<file path="src/assert_macros.svh">
// ----------------------------------------------------------------------------
// assert_macros.svh
// concurrent assertion helpers used by the console rtl
// ----------------------------------------------------------------------------
`ifndef ASSERT_MACROS_SVH
`define ASSERT_MACROS_SVH

// same-cycle implication, checked outside reset
`define ASSERT_IMPLIES(label, clk, rst_n, ante, cons, msg) \
    label: assert property (@(posedge clk) disable iff (!(rst_n)) \
        (ante) |-> (cons)) else $error(msg);

// next-cycle implication, checked outside reset
`define ASSERT_NEXT(label, clk, rst_n, ante, cons, msg) \
    label: assert property (@(posedge clk) disable iff (!(rst_n)) \
        (ante) |=> (cons)) else $error(msg);

`endif

</file>
<file path="src/tcw_pkg.sv">
// ----------------------------------------------------------------------------
// tcw_pkg
// types and constants of the text console writer
// ----------------------------------------------------------------------------
package tcw_pkg;

    // screen geometry
    localparam int COLUMNS       = 80;
    localparam int ROWS          = 25;
    localparam int CELLS         = ROWS * COLUMNS;
    localparam int LAST_ROW_BASE = (ROWS - 1) * COLUMNS;

    // field widths
    localparam int CELL_ADDR_W = 11;
    localparam int ROW_W       = 5;
    localparam int COL_W       = 7;

    // character and attribute codes
    localparam logic [7:0] BLANK_CHAR   = 8'h20;
    localparam logic [7:0] NEWLINE_CHAR = 8'h0A;
    localparam logic [7:0] RESET_COLOR  = 8'h0F;

    typedef enum logic [1:0] {
        CMD_PUT   = 2'd0,
        CMD_CLEAR = 2'd1,
        CMD_READ  = 2'd2,
        CMD_NOP   = 2'd3
    } t_cmd;

    typedef enum logic [3:0] {
        ST_INIT,
        ST_IDLE,
        ST_NEWLINE,
        ST_SCROLL_RD,
        ST_SCROLL_WR,
        ST_BLANK,
        ST_WRITE,
        ST_CLEAR,
        ST_READ,
        ST_READ_WAIT,
        ST_RESULT
    } t_state;

    typedef struct packed {
        logic [7:0] color;
        logic [7:0] ch;
    } t_cell;

    typedef struct packed {
        logic                   we;
        logic [CELL_ADDR_W-1:0] addr;
        t_cell                  data;
    } t_ram_wr;

    typedef struct packed {
        t_cmd                   cmd;
        logic [7:0]             char_code;
        logic [CELL_ADDR_W-1:0] cell_address;
    } t_in_word;

    typedef struct packed {
        logic [CELL_ADDR_W-1:0] cursor_position;
        logic [ROW_W-1:0]       cursor_row;
        logic [COL_W-1:0]       cursor_column;
        logic [7:0]             read_char;
        logic [7:0]             read_color;
    } t_out_word;

endpackage

</file>
<file path="src/tcw_seq.sv">
// ----------------------------------------------------------------------------
// tcw_seq
// command sequencer: cursor, index walker for clear, scroll and blank
// ----------------------------------------------------------------------------
module tcw_seq
    import tcw_pkg::*;
(
    input  logic       i_clk,
    input  logic       i_rst_n,
    input  logic       i_in_valid,
    output logic       o_in_ready,
    input  t_in_word   i_in_data,
    input  logic [7:0] i_text_color,
    input  logic       i_out_free,
    output logic       o_res_valid,
    output t_out_word  o_res_data,
    output t_ram_wr    o_ram_wr,
    output logic [CELL_ADDR_W-1:0] o_ram_raddr,
    input  t_cell      i_ram_rdata
);

    t_state                 r_state, n_state;
    logic [CELL_ADDR_W-1:0] r_idx,   n_idx;
    logic [ROW_W-1:0]       r_row,   n_row;
    logic [COL_W-1:0]       r_col,   n_col;
    logic [CELL_ADDR_W-1:0] r_base,  n_base;
    logic                   r_put,   n_put;
    logic [7:0]             r_char,  n_char;
    t_cell                  r_rd,    n_rd;

    logic                   w_idx_last;
    t_state                 w_after_nl;

    // shared index compare
    assign w_idx_last = (r_idx == CELL_ADDR_W'(CELLS - 1));
    assign w_after_nl = r_put ? ST_WRITE : ST_RESULT;

    // state and control registers
    always_ff @(posedge i_clk) begin
        if (!i_rst_n) begin
            r_state <= ST_INIT;
            r_idx   <= '0;
            r_row   <= '0;
            r_col   <= '0;
            r_base  <= '0;
            r_put   <= 1'b0;
        end else begin
            r_state <= n_state;
            r_idx   <= n_idx;
            r_row   <= n_row;
            r_col   <= n_col;
            r_base  <= n_base;
            r_put   <= n_put;
        end
    end

    // payload registers
    always_ff @(posedge i_clk) begin
        r_char <= n_char;
        r_rd   <= n_rd;
    end

    // next state and outputs
    always_comb begin
        n_state     = r_state;
        n_idx       = r_idx;
        n_row       = r_row;
        n_col       = r_col;
        n_base      = r_base;
        n_put       = r_put;
        n_char      = r_char;
        n_rd        = r_rd;
        o_in_ready  = 1'b0;
        o_res_valid = 1'b0;
        o_ram_wr    = '0;
        o_ram_raddr = r_idx;

        unique case (r_state)
            // blank the store after reset in the reset attribute
            ST_INIT: begin
                o_ram_wr.we   = 1'b1;
                o_ram_wr.addr = r_idx;
                o_ram_wr.data = '{color: RESET_COLOR, ch: BLANK_CHAR};
                if (w_idx_last) begin
                    n_idx   = '0;
                    n_state = ST_IDLE;
                end else begin
                    n_idx = r_idx + 1'b1;
                end
            end

            // take a command word
            ST_IDLE: begin
                o_in_ready = 1'b1;
                if (i_in_valid) begin
                    n_rd   = '0;
                    n_put  = 1'b0;
                    n_char = i_in_data.char_code;
                    unique case (i_in_data.cmd)
                        CMD_PUT: begin
                            if (i_in_data.char_code == NEWLINE_CHAR) begin
                                n_state = ST_NEWLINE;
                            end else if (r_col == COL_W'(COLUMNS)) begin
                                n_put   = 1'b1;
                                n_state = ST_NEWLINE;
                            end else begin
                                n_state = ST_WRITE;
                            end
                        end
                        CMD_CLEAR: begin
                            n_idx   = '0;
                            n_state = ST_CLEAR;
                        end
                        CMD_READ: begin
                            if (i_in_data.cell_address < CELL_ADDR_W'(CELLS)) begin
                                n_idx   = i_in_data.cell_address;
                                n_state = ST_READ;
                            end else begin
                                n_state = ST_RESULT;
                            end
                        end
                        CMD_NOP: begin
                            n_state = ST_RESULT;
                        end
                        default: begin
                            n_state = ST_RESULT;
                        end
                    endcase
                end
            end

            // move down a row, or scroll on the last row
            ST_NEWLINE: begin
                n_col = '0;
                if (r_row != ROW_W'(ROWS - 1)) begin
                    n_row   = r_row + 1'b1;
                    n_base  = r_base + CELL_ADDR_W'(COLUMNS);
                    n_state = w_after_nl;
                end else begin
                    n_idx   = CELL_ADDR_W'(COLUMNS);
                    n_state = ST_SCROLL_RD;
                end
            end

            // fetch the cell one row below
            ST_SCROLL_RD: begin
                n_state = ST_SCROLL_WR;
            end

            // store it one row up
            ST_SCROLL_WR: begin
                o_ram_wr.we   = 1'b1;
                o_ram_wr.addr = r_idx - CELL_ADDR_W'(COLUMNS);
                o_ram_wr.data = i_ram_rdata;
                if (w_idx_last) begin
                    n_idx   = CELL_ADDR_W'(LAST_ROW_BASE);
                    n_state = ST_BLANK;
                end else begin
                    n_idx   = r_idx + 1'b1;
                    n_state = ST_SCROLL_RD;
                end
            end

            // blank the last row
            ST_BLANK: begin
                o_ram_wr.we   = 1'b1;
                o_ram_wr.addr = r_idx;
                o_ram_wr.data = '{color: i_text_color, ch: BLANK_CHAR};
                if (w_idx_last) begin
                    n_idx   = '0;
                    n_state = w_after_nl;
                end else begin
                    n_idx = r_idx + 1'b1;
                end
            end

            // character at the cursor, then advance
            ST_WRITE: begin
                o_ram_wr.we   = 1'b1;
                o_ram_wr.addr = r_base + CELL_ADDR_W'(r_col);
                o_ram_wr.data = '{color: i_text_color, ch: r_char};
                n_col         = r_col + 1'b1;
                n_state       = ST_RESULT;
            end

            // blank every cell and home the cursor
            ST_CLEAR: begin
                o_ram_wr.we   = 1'b1;
                o_ram_wr.addr = r_idx;
                o_ram_wr.data = '{color: i_text_color, ch: BLANK_CHAR};
                if (w_idx_last) begin
                    n_idx   = '0;
                    n_row   = '0;
                    n_col   = '0;
                    n_base  = '0;
                    n_state = ST_RESULT;
                end else begin
                    n_idx = r_idx + 1'b1;
                end
            end

            // read address presented
            ST_READ: begin
                n_state = ST_READ_WAIT;
            end

            // read data back from the store
            ST_READ_WAIT: begin
                n_rd    = i_ram_rdata;
                n_state = ST_RESULT;
            end

            // hand the result word over once the output register is free
            ST_RESULT: begin
                o_res_valid = 1'b1;
                if (i_out_free) begin
                    n_state = ST_IDLE;
                end
            end

            default: begin
                n_state = ST_IDLE;
            end
        endcase
    end

    // result word
    assign o_res_data.cursor_position = r_base + CELL_ADDR_W'(r_col);
    assign o_res_data.cursor_row      = r_row;
    assign o_res_data.cursor_column   = r_col;
    assign o_res_data.read_char       = r_rd.ch;
    assign o_res_data.read_color      = r_rd.color;

endmodule
</file>
<file path="config.mk">
export PLATFORM = sky130hd
export DESIGN_NAME = tcw_seq
export DESIGN_NICKNAME = d
export VERILOG_FILES = /design/src/assert_macros.svh /design/src/tcw_pkg.sv /design/src/tcw_seq.sv
export SDC_FILE = /design/constraint.sdc
export NUM_CORES = 1
export LEC_CHECK = 0
export ABC_AREA = 1
export BUFFER_PORTS_ARGS = -buffer_cell sky130_fd_sc_hd__buf_2
export CORE_ASPECT_RATIO = 0.9
export CORE_MARGIN = 5
export CORE_UTILIZATION = 49
export DETAILED_ROUTE_END_ITERATION = 8
export PLACE_DENSITY_LB_ADDON = 0.25
export SLEW_MARGIN = 0
export SYNTH_ARGS = -nofsm -noshare
export SYNTH_HDL_FRONTEND = slang
export SYNTH_SLANG_ARGS = --single-unit
export TNS_END_PERCENT = 30
</file>
<file path="constraint.sdc">
create_clock -name i_clk -period 3.2 [get_ports i_clk]
set_input_delay 0.64 -clock i_clk [delete_from_list [all_inputs] [get_ports i_clk]]
set_output_delay 0.64 -clock i_clk [all_outputs]
set_load 0.005 [all_outputs]
</file>
======== Word level (Yosys, flattened, before mapping) ========
Index checks and enable logic that the tools add are counted.
word-level totals
  flip-flop bits (word level) ............. 63
  bits in latches ......................... 0
  RAM bits ................................ 0
  memory bits (read-only) ................. 0
  word-level logic and storage cells ...... 93
  memories ................................ 0
operators by class
  add/subtract/negate cells ............... 6
  $mul .................................... 0
  div/mod/pow operators ................... 0
  order comparisons ....................... 1
  equal/unequal tests ..................... 26
  shift operators ......................... 0
  muxes and demuxes ....................... 36
  bitwise logic cells ..................... 0
  reductions and logical operators ........ 15
operators by type and width
  cell                   number
  $pmux 28 s4            1
  $mux 11                7
  $pmux 11 s2            2
  $pmux 11 s4            1
  $pmux 4 s10            1
  $pmux 16 s2            1
  $mux 4                 7
  $pmux 7 s3             1
  $eq 4x3->1 const B     4
  $mux 16                1
  $pmux 4 s4             1
  $ne 2x2->1 const B     7
  $eq 4x4->1 const B     3
  $add 11x1->11 const B  1
  $add 11x7->11          1
  $add 11x7->11 const B  1
  $eq 11x11->1 const B   1
  $lt 11x11->1 const B   1
  $sub 11x7->11 const B  1
  $mux 5                 2
  $pmux 5 s2             1
  $reduce_and 5->1       2
  $mux 3                 3
  $eq 4x2->1 const B     2
  22 further kinds       31

======== Depth between registers and ports, before layout ========
  depth in word-level cells ............... 6
  gate-level depth with buffers ........... 13
  mapped depth without buffers ............ 13

======== Least setup slack after synthesis ========
OpenSTA, ideal clock, no wires.
  kind .................................... register -> register
  start point ............................. register r_state[0]
  end point ............................... register r_rd, in the netlist o_res_data[0], enable pin
  arrival ................................. 1.982 ns
  setup slack ............................. 0.807 ns
  stages on the path, launching flop included .. 6
  cell sequence ........................... dfxtp_1 buf_4 nand2_1 nor2_4 inv_2 o21ai_0
on the way
  longest elaborated chain between the ends .. 3
RTL lines
  what                                                              line           text
  from (decl)                                                       tcw_seq.sv:22  t_state r_state, n_state;
  from (signal assigned)                                            tcw_seq.sv:48  r_state <= n_state;
  $eq 4x1->1 or $eq 4x4->1 (tied branches)                          tcw_seq.sv:78  unique case (r_state)
  $ne 2x2->1 (no source line) or $reduce_bool 2->1 (tied branches)  -
  $reduce_and 2->1 (no source line) *                               -
  to (signal assigned)                                              tcw_seq.sv:60  r_rd <= n_rd;
  to (decl)                                                         tcw_seq.sv:29  t_cell r_rd, n_rd;
Mark *: on every way between the ends. The rest lies on a longest branch, timed or not.
A chain may end at the register's enable or synchronous reset.

==> reports/qor.yml <==
finalWirelength_um: 11810
cts.repair.resized: 0
grt_setup_unrepaired: "no"
grt_overflow: 0
yosys.area_share.simple: 0.3533
synth_top_area_cell: "edfxtp_1"
slew_headroom: 0.5181
ir_drop_mv: 0.2641
timing.setup.tns_ns: 0
finalClockSkew_ns: 0.01244
hold_class: "flip-flop to flip-flop"
cp.arrival_ns: 2.12
yosys-top-cells-area: "edfxtp_1 (19%), dfxtp_1 (18%), nand2_1 (14%)"
drv_slew: 0
synthDistinctLibCells: 34
syn_area_um2: 3850
grt_start_max_net_pins: 21
synth_top_area_frac: 0.1872
reg2reg_depth: 10
start_util: 0.5078
routabilityCongestion: 0.9923
antenna_found_initial: 0
synth_area_per_cell_um2: 6.766
synth_top_family_by_area: "simple AND/OR/NAND/NOR gates"
firstDrtPassIters: 5
drive_gt1_frac: 0.2489
worstMarginPinSlew_ns: 0.7201
viasPerCell: 5.330
r2r_end: "r_base[9]"
drv_cap: 0
drcViolationCount: 0
area_growth_pct: 23.95
period_share: 0.8616
cts_buffers: 9
ys_warn_count: 0
clk_pin_slew_ns: 0.08
place_inst: 783
clock-sinks: 59
cp_cell_sequence: "ha_1 > a21o_1 > nand2_1 > nand2_1 > nand2_1 > xor2_1 > nand2_1 > o21ai_1 > buf_2"
io_pins: 129
reg2reg_setup_slack_ns: 0.97
first_iter_violations: 326
fp-row-count: 30
grt_first_pass_wirelength_um: 18350
htreeDepth: 3
worstSetupPathType: "flip-flop to output pin"
postCtsSetupRepairBufs: 0
reg2reg_from: "o_ram_raddr[0]"
max_stage_delay_ns: 0.44
portBuffers: 128
n_antenna_cell: 0
synth_cells: 569
outcome: "completed"
startpoint: "r_col[5]"
crit_fanout: 7
nets: 759
wl_met1_um: 5071
ant_nets: 0
ys_seq_elements: 59
synth_fa_ha_area_frac: 0.03900
syn-num-nets: 630
final_hold_viol_count: 0
crit_family: "flip-flops"
synth-xor-area-share: 0.02502
die_area_um2: 9732
cp-end-kind: "output pin"
max_freq_ghz: 0.3627
wl_met2_um: 5268
startpoint_type: "flip-flop"
cts_buffer_depth: 2
synthMuxAreaShare: 0
clock_latency_ns: 0.35
core_area_um2: 7582
die_h_um: 94.09
num_vias: 4259
die_x_um: 103.4
cts_tree: "built"
fin_crit_ns: 2.757
drt-wirelength-per-cell_um: 14.78
setup_viol: 0
endpoint: "o_ram_wr[25]"
cp_common_cell: "nand2_1"
fin_cells: 799
dpl.hpwl_um: 9198
crit_buf_inv: 1
grt_pass1_vias: 3878
hold_slack_ns: 0.4756
cp.depth: 9
yosysSeqAreaShare: 0.3692
p_per_area_nw_per_um2: 578.7
synth-compound-area-share: 0.1160
cts_root_buf: "clkbuf_8"
grt.total_usage: 0.2412
wl_met3_um: 1307
postCtsHoldBufs: 0
worstPathRequired_ns: 2.56
p_leak_nw: 2.398
highest-signal-layer: "met4"
cp_slowest_cell: "dfxtp_1"
[cells in the mapped netlist (all sizes together)]
cell and count:
xnor2 1, clkbuf 5, nand3 40, a21oi 29
dfxtp 35, edfxtp 24, nand3b 5, ha 12
o21ai 38, nand2 153, buf 8, o31ai 1
or2 2, clkinv 1, a21o 1, nor3 6
o22ai 3, a31oi 1, xor2 10, nor2 99
inv 78, nand4 8, o221ai 3, o211ai 6
[worst register-to-register path: cells and delay by family (launching register included)]
family / cells / cell delay, ns
flops: 1 / 0.46
fa+ha+maj: 1 / 0.27
simple gates: 9 / 1.41
[per-layer routing]
metal,track usage,up-vias
li1,-,2085
met1,0.3313,1928
met2,0.3657,229
met3,0.06830,17
met4,0.07120,0
met5,0,-
[power breakdown]
part | internal, mW | switching (mW)
Combinational | 0.378 | 0.639
Sequential | 0.883 | 0.112
Clock | 0.439 | 0.311
Total | 1.70 | 1.06
[layout by cell type (no fill, tap or decap), types with 2 or more instances in the layout]
cell type,instances
a21oi_1,29
buf_2,128
buf_4,3
bufinv_16,2
clkbuf_8,9
clkinv_4,2
dfxtp_1,35
edfxtp_1,24
ha_1,12
inv_1,70
inv_2,8
nand2_1,146
nand2_2,6
nand3_1,39
nand3b_1,5
nand4_1,8
nor2_1,88
nor2_2,7
nor2_4,3
nor3_1,6
o211ai_1,6
o21ai_0,25
o21ai_1,13
o221ai_1,3
o22ai_1,3
or2_2,2
xor2_1,10
[final cells by class]
type	count	area [µm²]
fillers	700	2810
multi-input cells	418	2053
flip-flops and latches	59	1421
repair buffers	131	663.1
inverters	79	296.5
clock buffers	10	127.6
well taps	96	120.1
clock inverters	6	90.09
[logic make-up (layout without fill, tap and decap cells)]
| kind of cell | after synthesis | in the layout |
|---|---|---|
| AO/OA/AOI/OAI | 82 | 82 |
| XOR/XNOR | 11 | 11 |
| adder cells (fa/ha/maj) | 12 | 12 |
| buffers and inverters | 92 | 226 |
| flip-flops | 59 | 59 |
| AND/OR/NAND/NOR | 313 | 313 |
[sequential cells by signal, indices dropped and copies added (netlist names)]
name         count
r_put            1
r_row            5
r_char           8
r_col            7
o_ram_raddr     11
o_res_data      16
r_state          4
r_base           7
[worst min path at each step]
stage | to | from | depth (start not counted)
after floorplan | r_base[9] | r_base[9] | 2
after global placement | r_base[9] | r_base[9] | 2
after detailed placement | r_base[9] | r_base[9] | 2
after CTS | r_char[0] | i_in_data[11] | 1
after global routing | r_char[0] | i_in_data[11] | 1
final | r_base[9] | r_base[9] | 2
[per-stage QoR]
step | utilization | total power [mW] | cell area (µm²) | worst slack, ns
after global routing | 0.6294 | 2.957 | 4772 | 0.2316
final | 0.6294 | 2.762 | 4772 | 0.4430
after floorplan | - | 1.665 | 3850 | 0.8066
after detailed placement | 0.6007 | 2.004 | 4554 | 0.8469
after global placement | 0.6007 | 1.981 | 4554 | 0.9110
after CTS | 0.6294 | 2.761 | 4772 | 0.4626
Note: power is estimated with default switching activity, not from simulation.
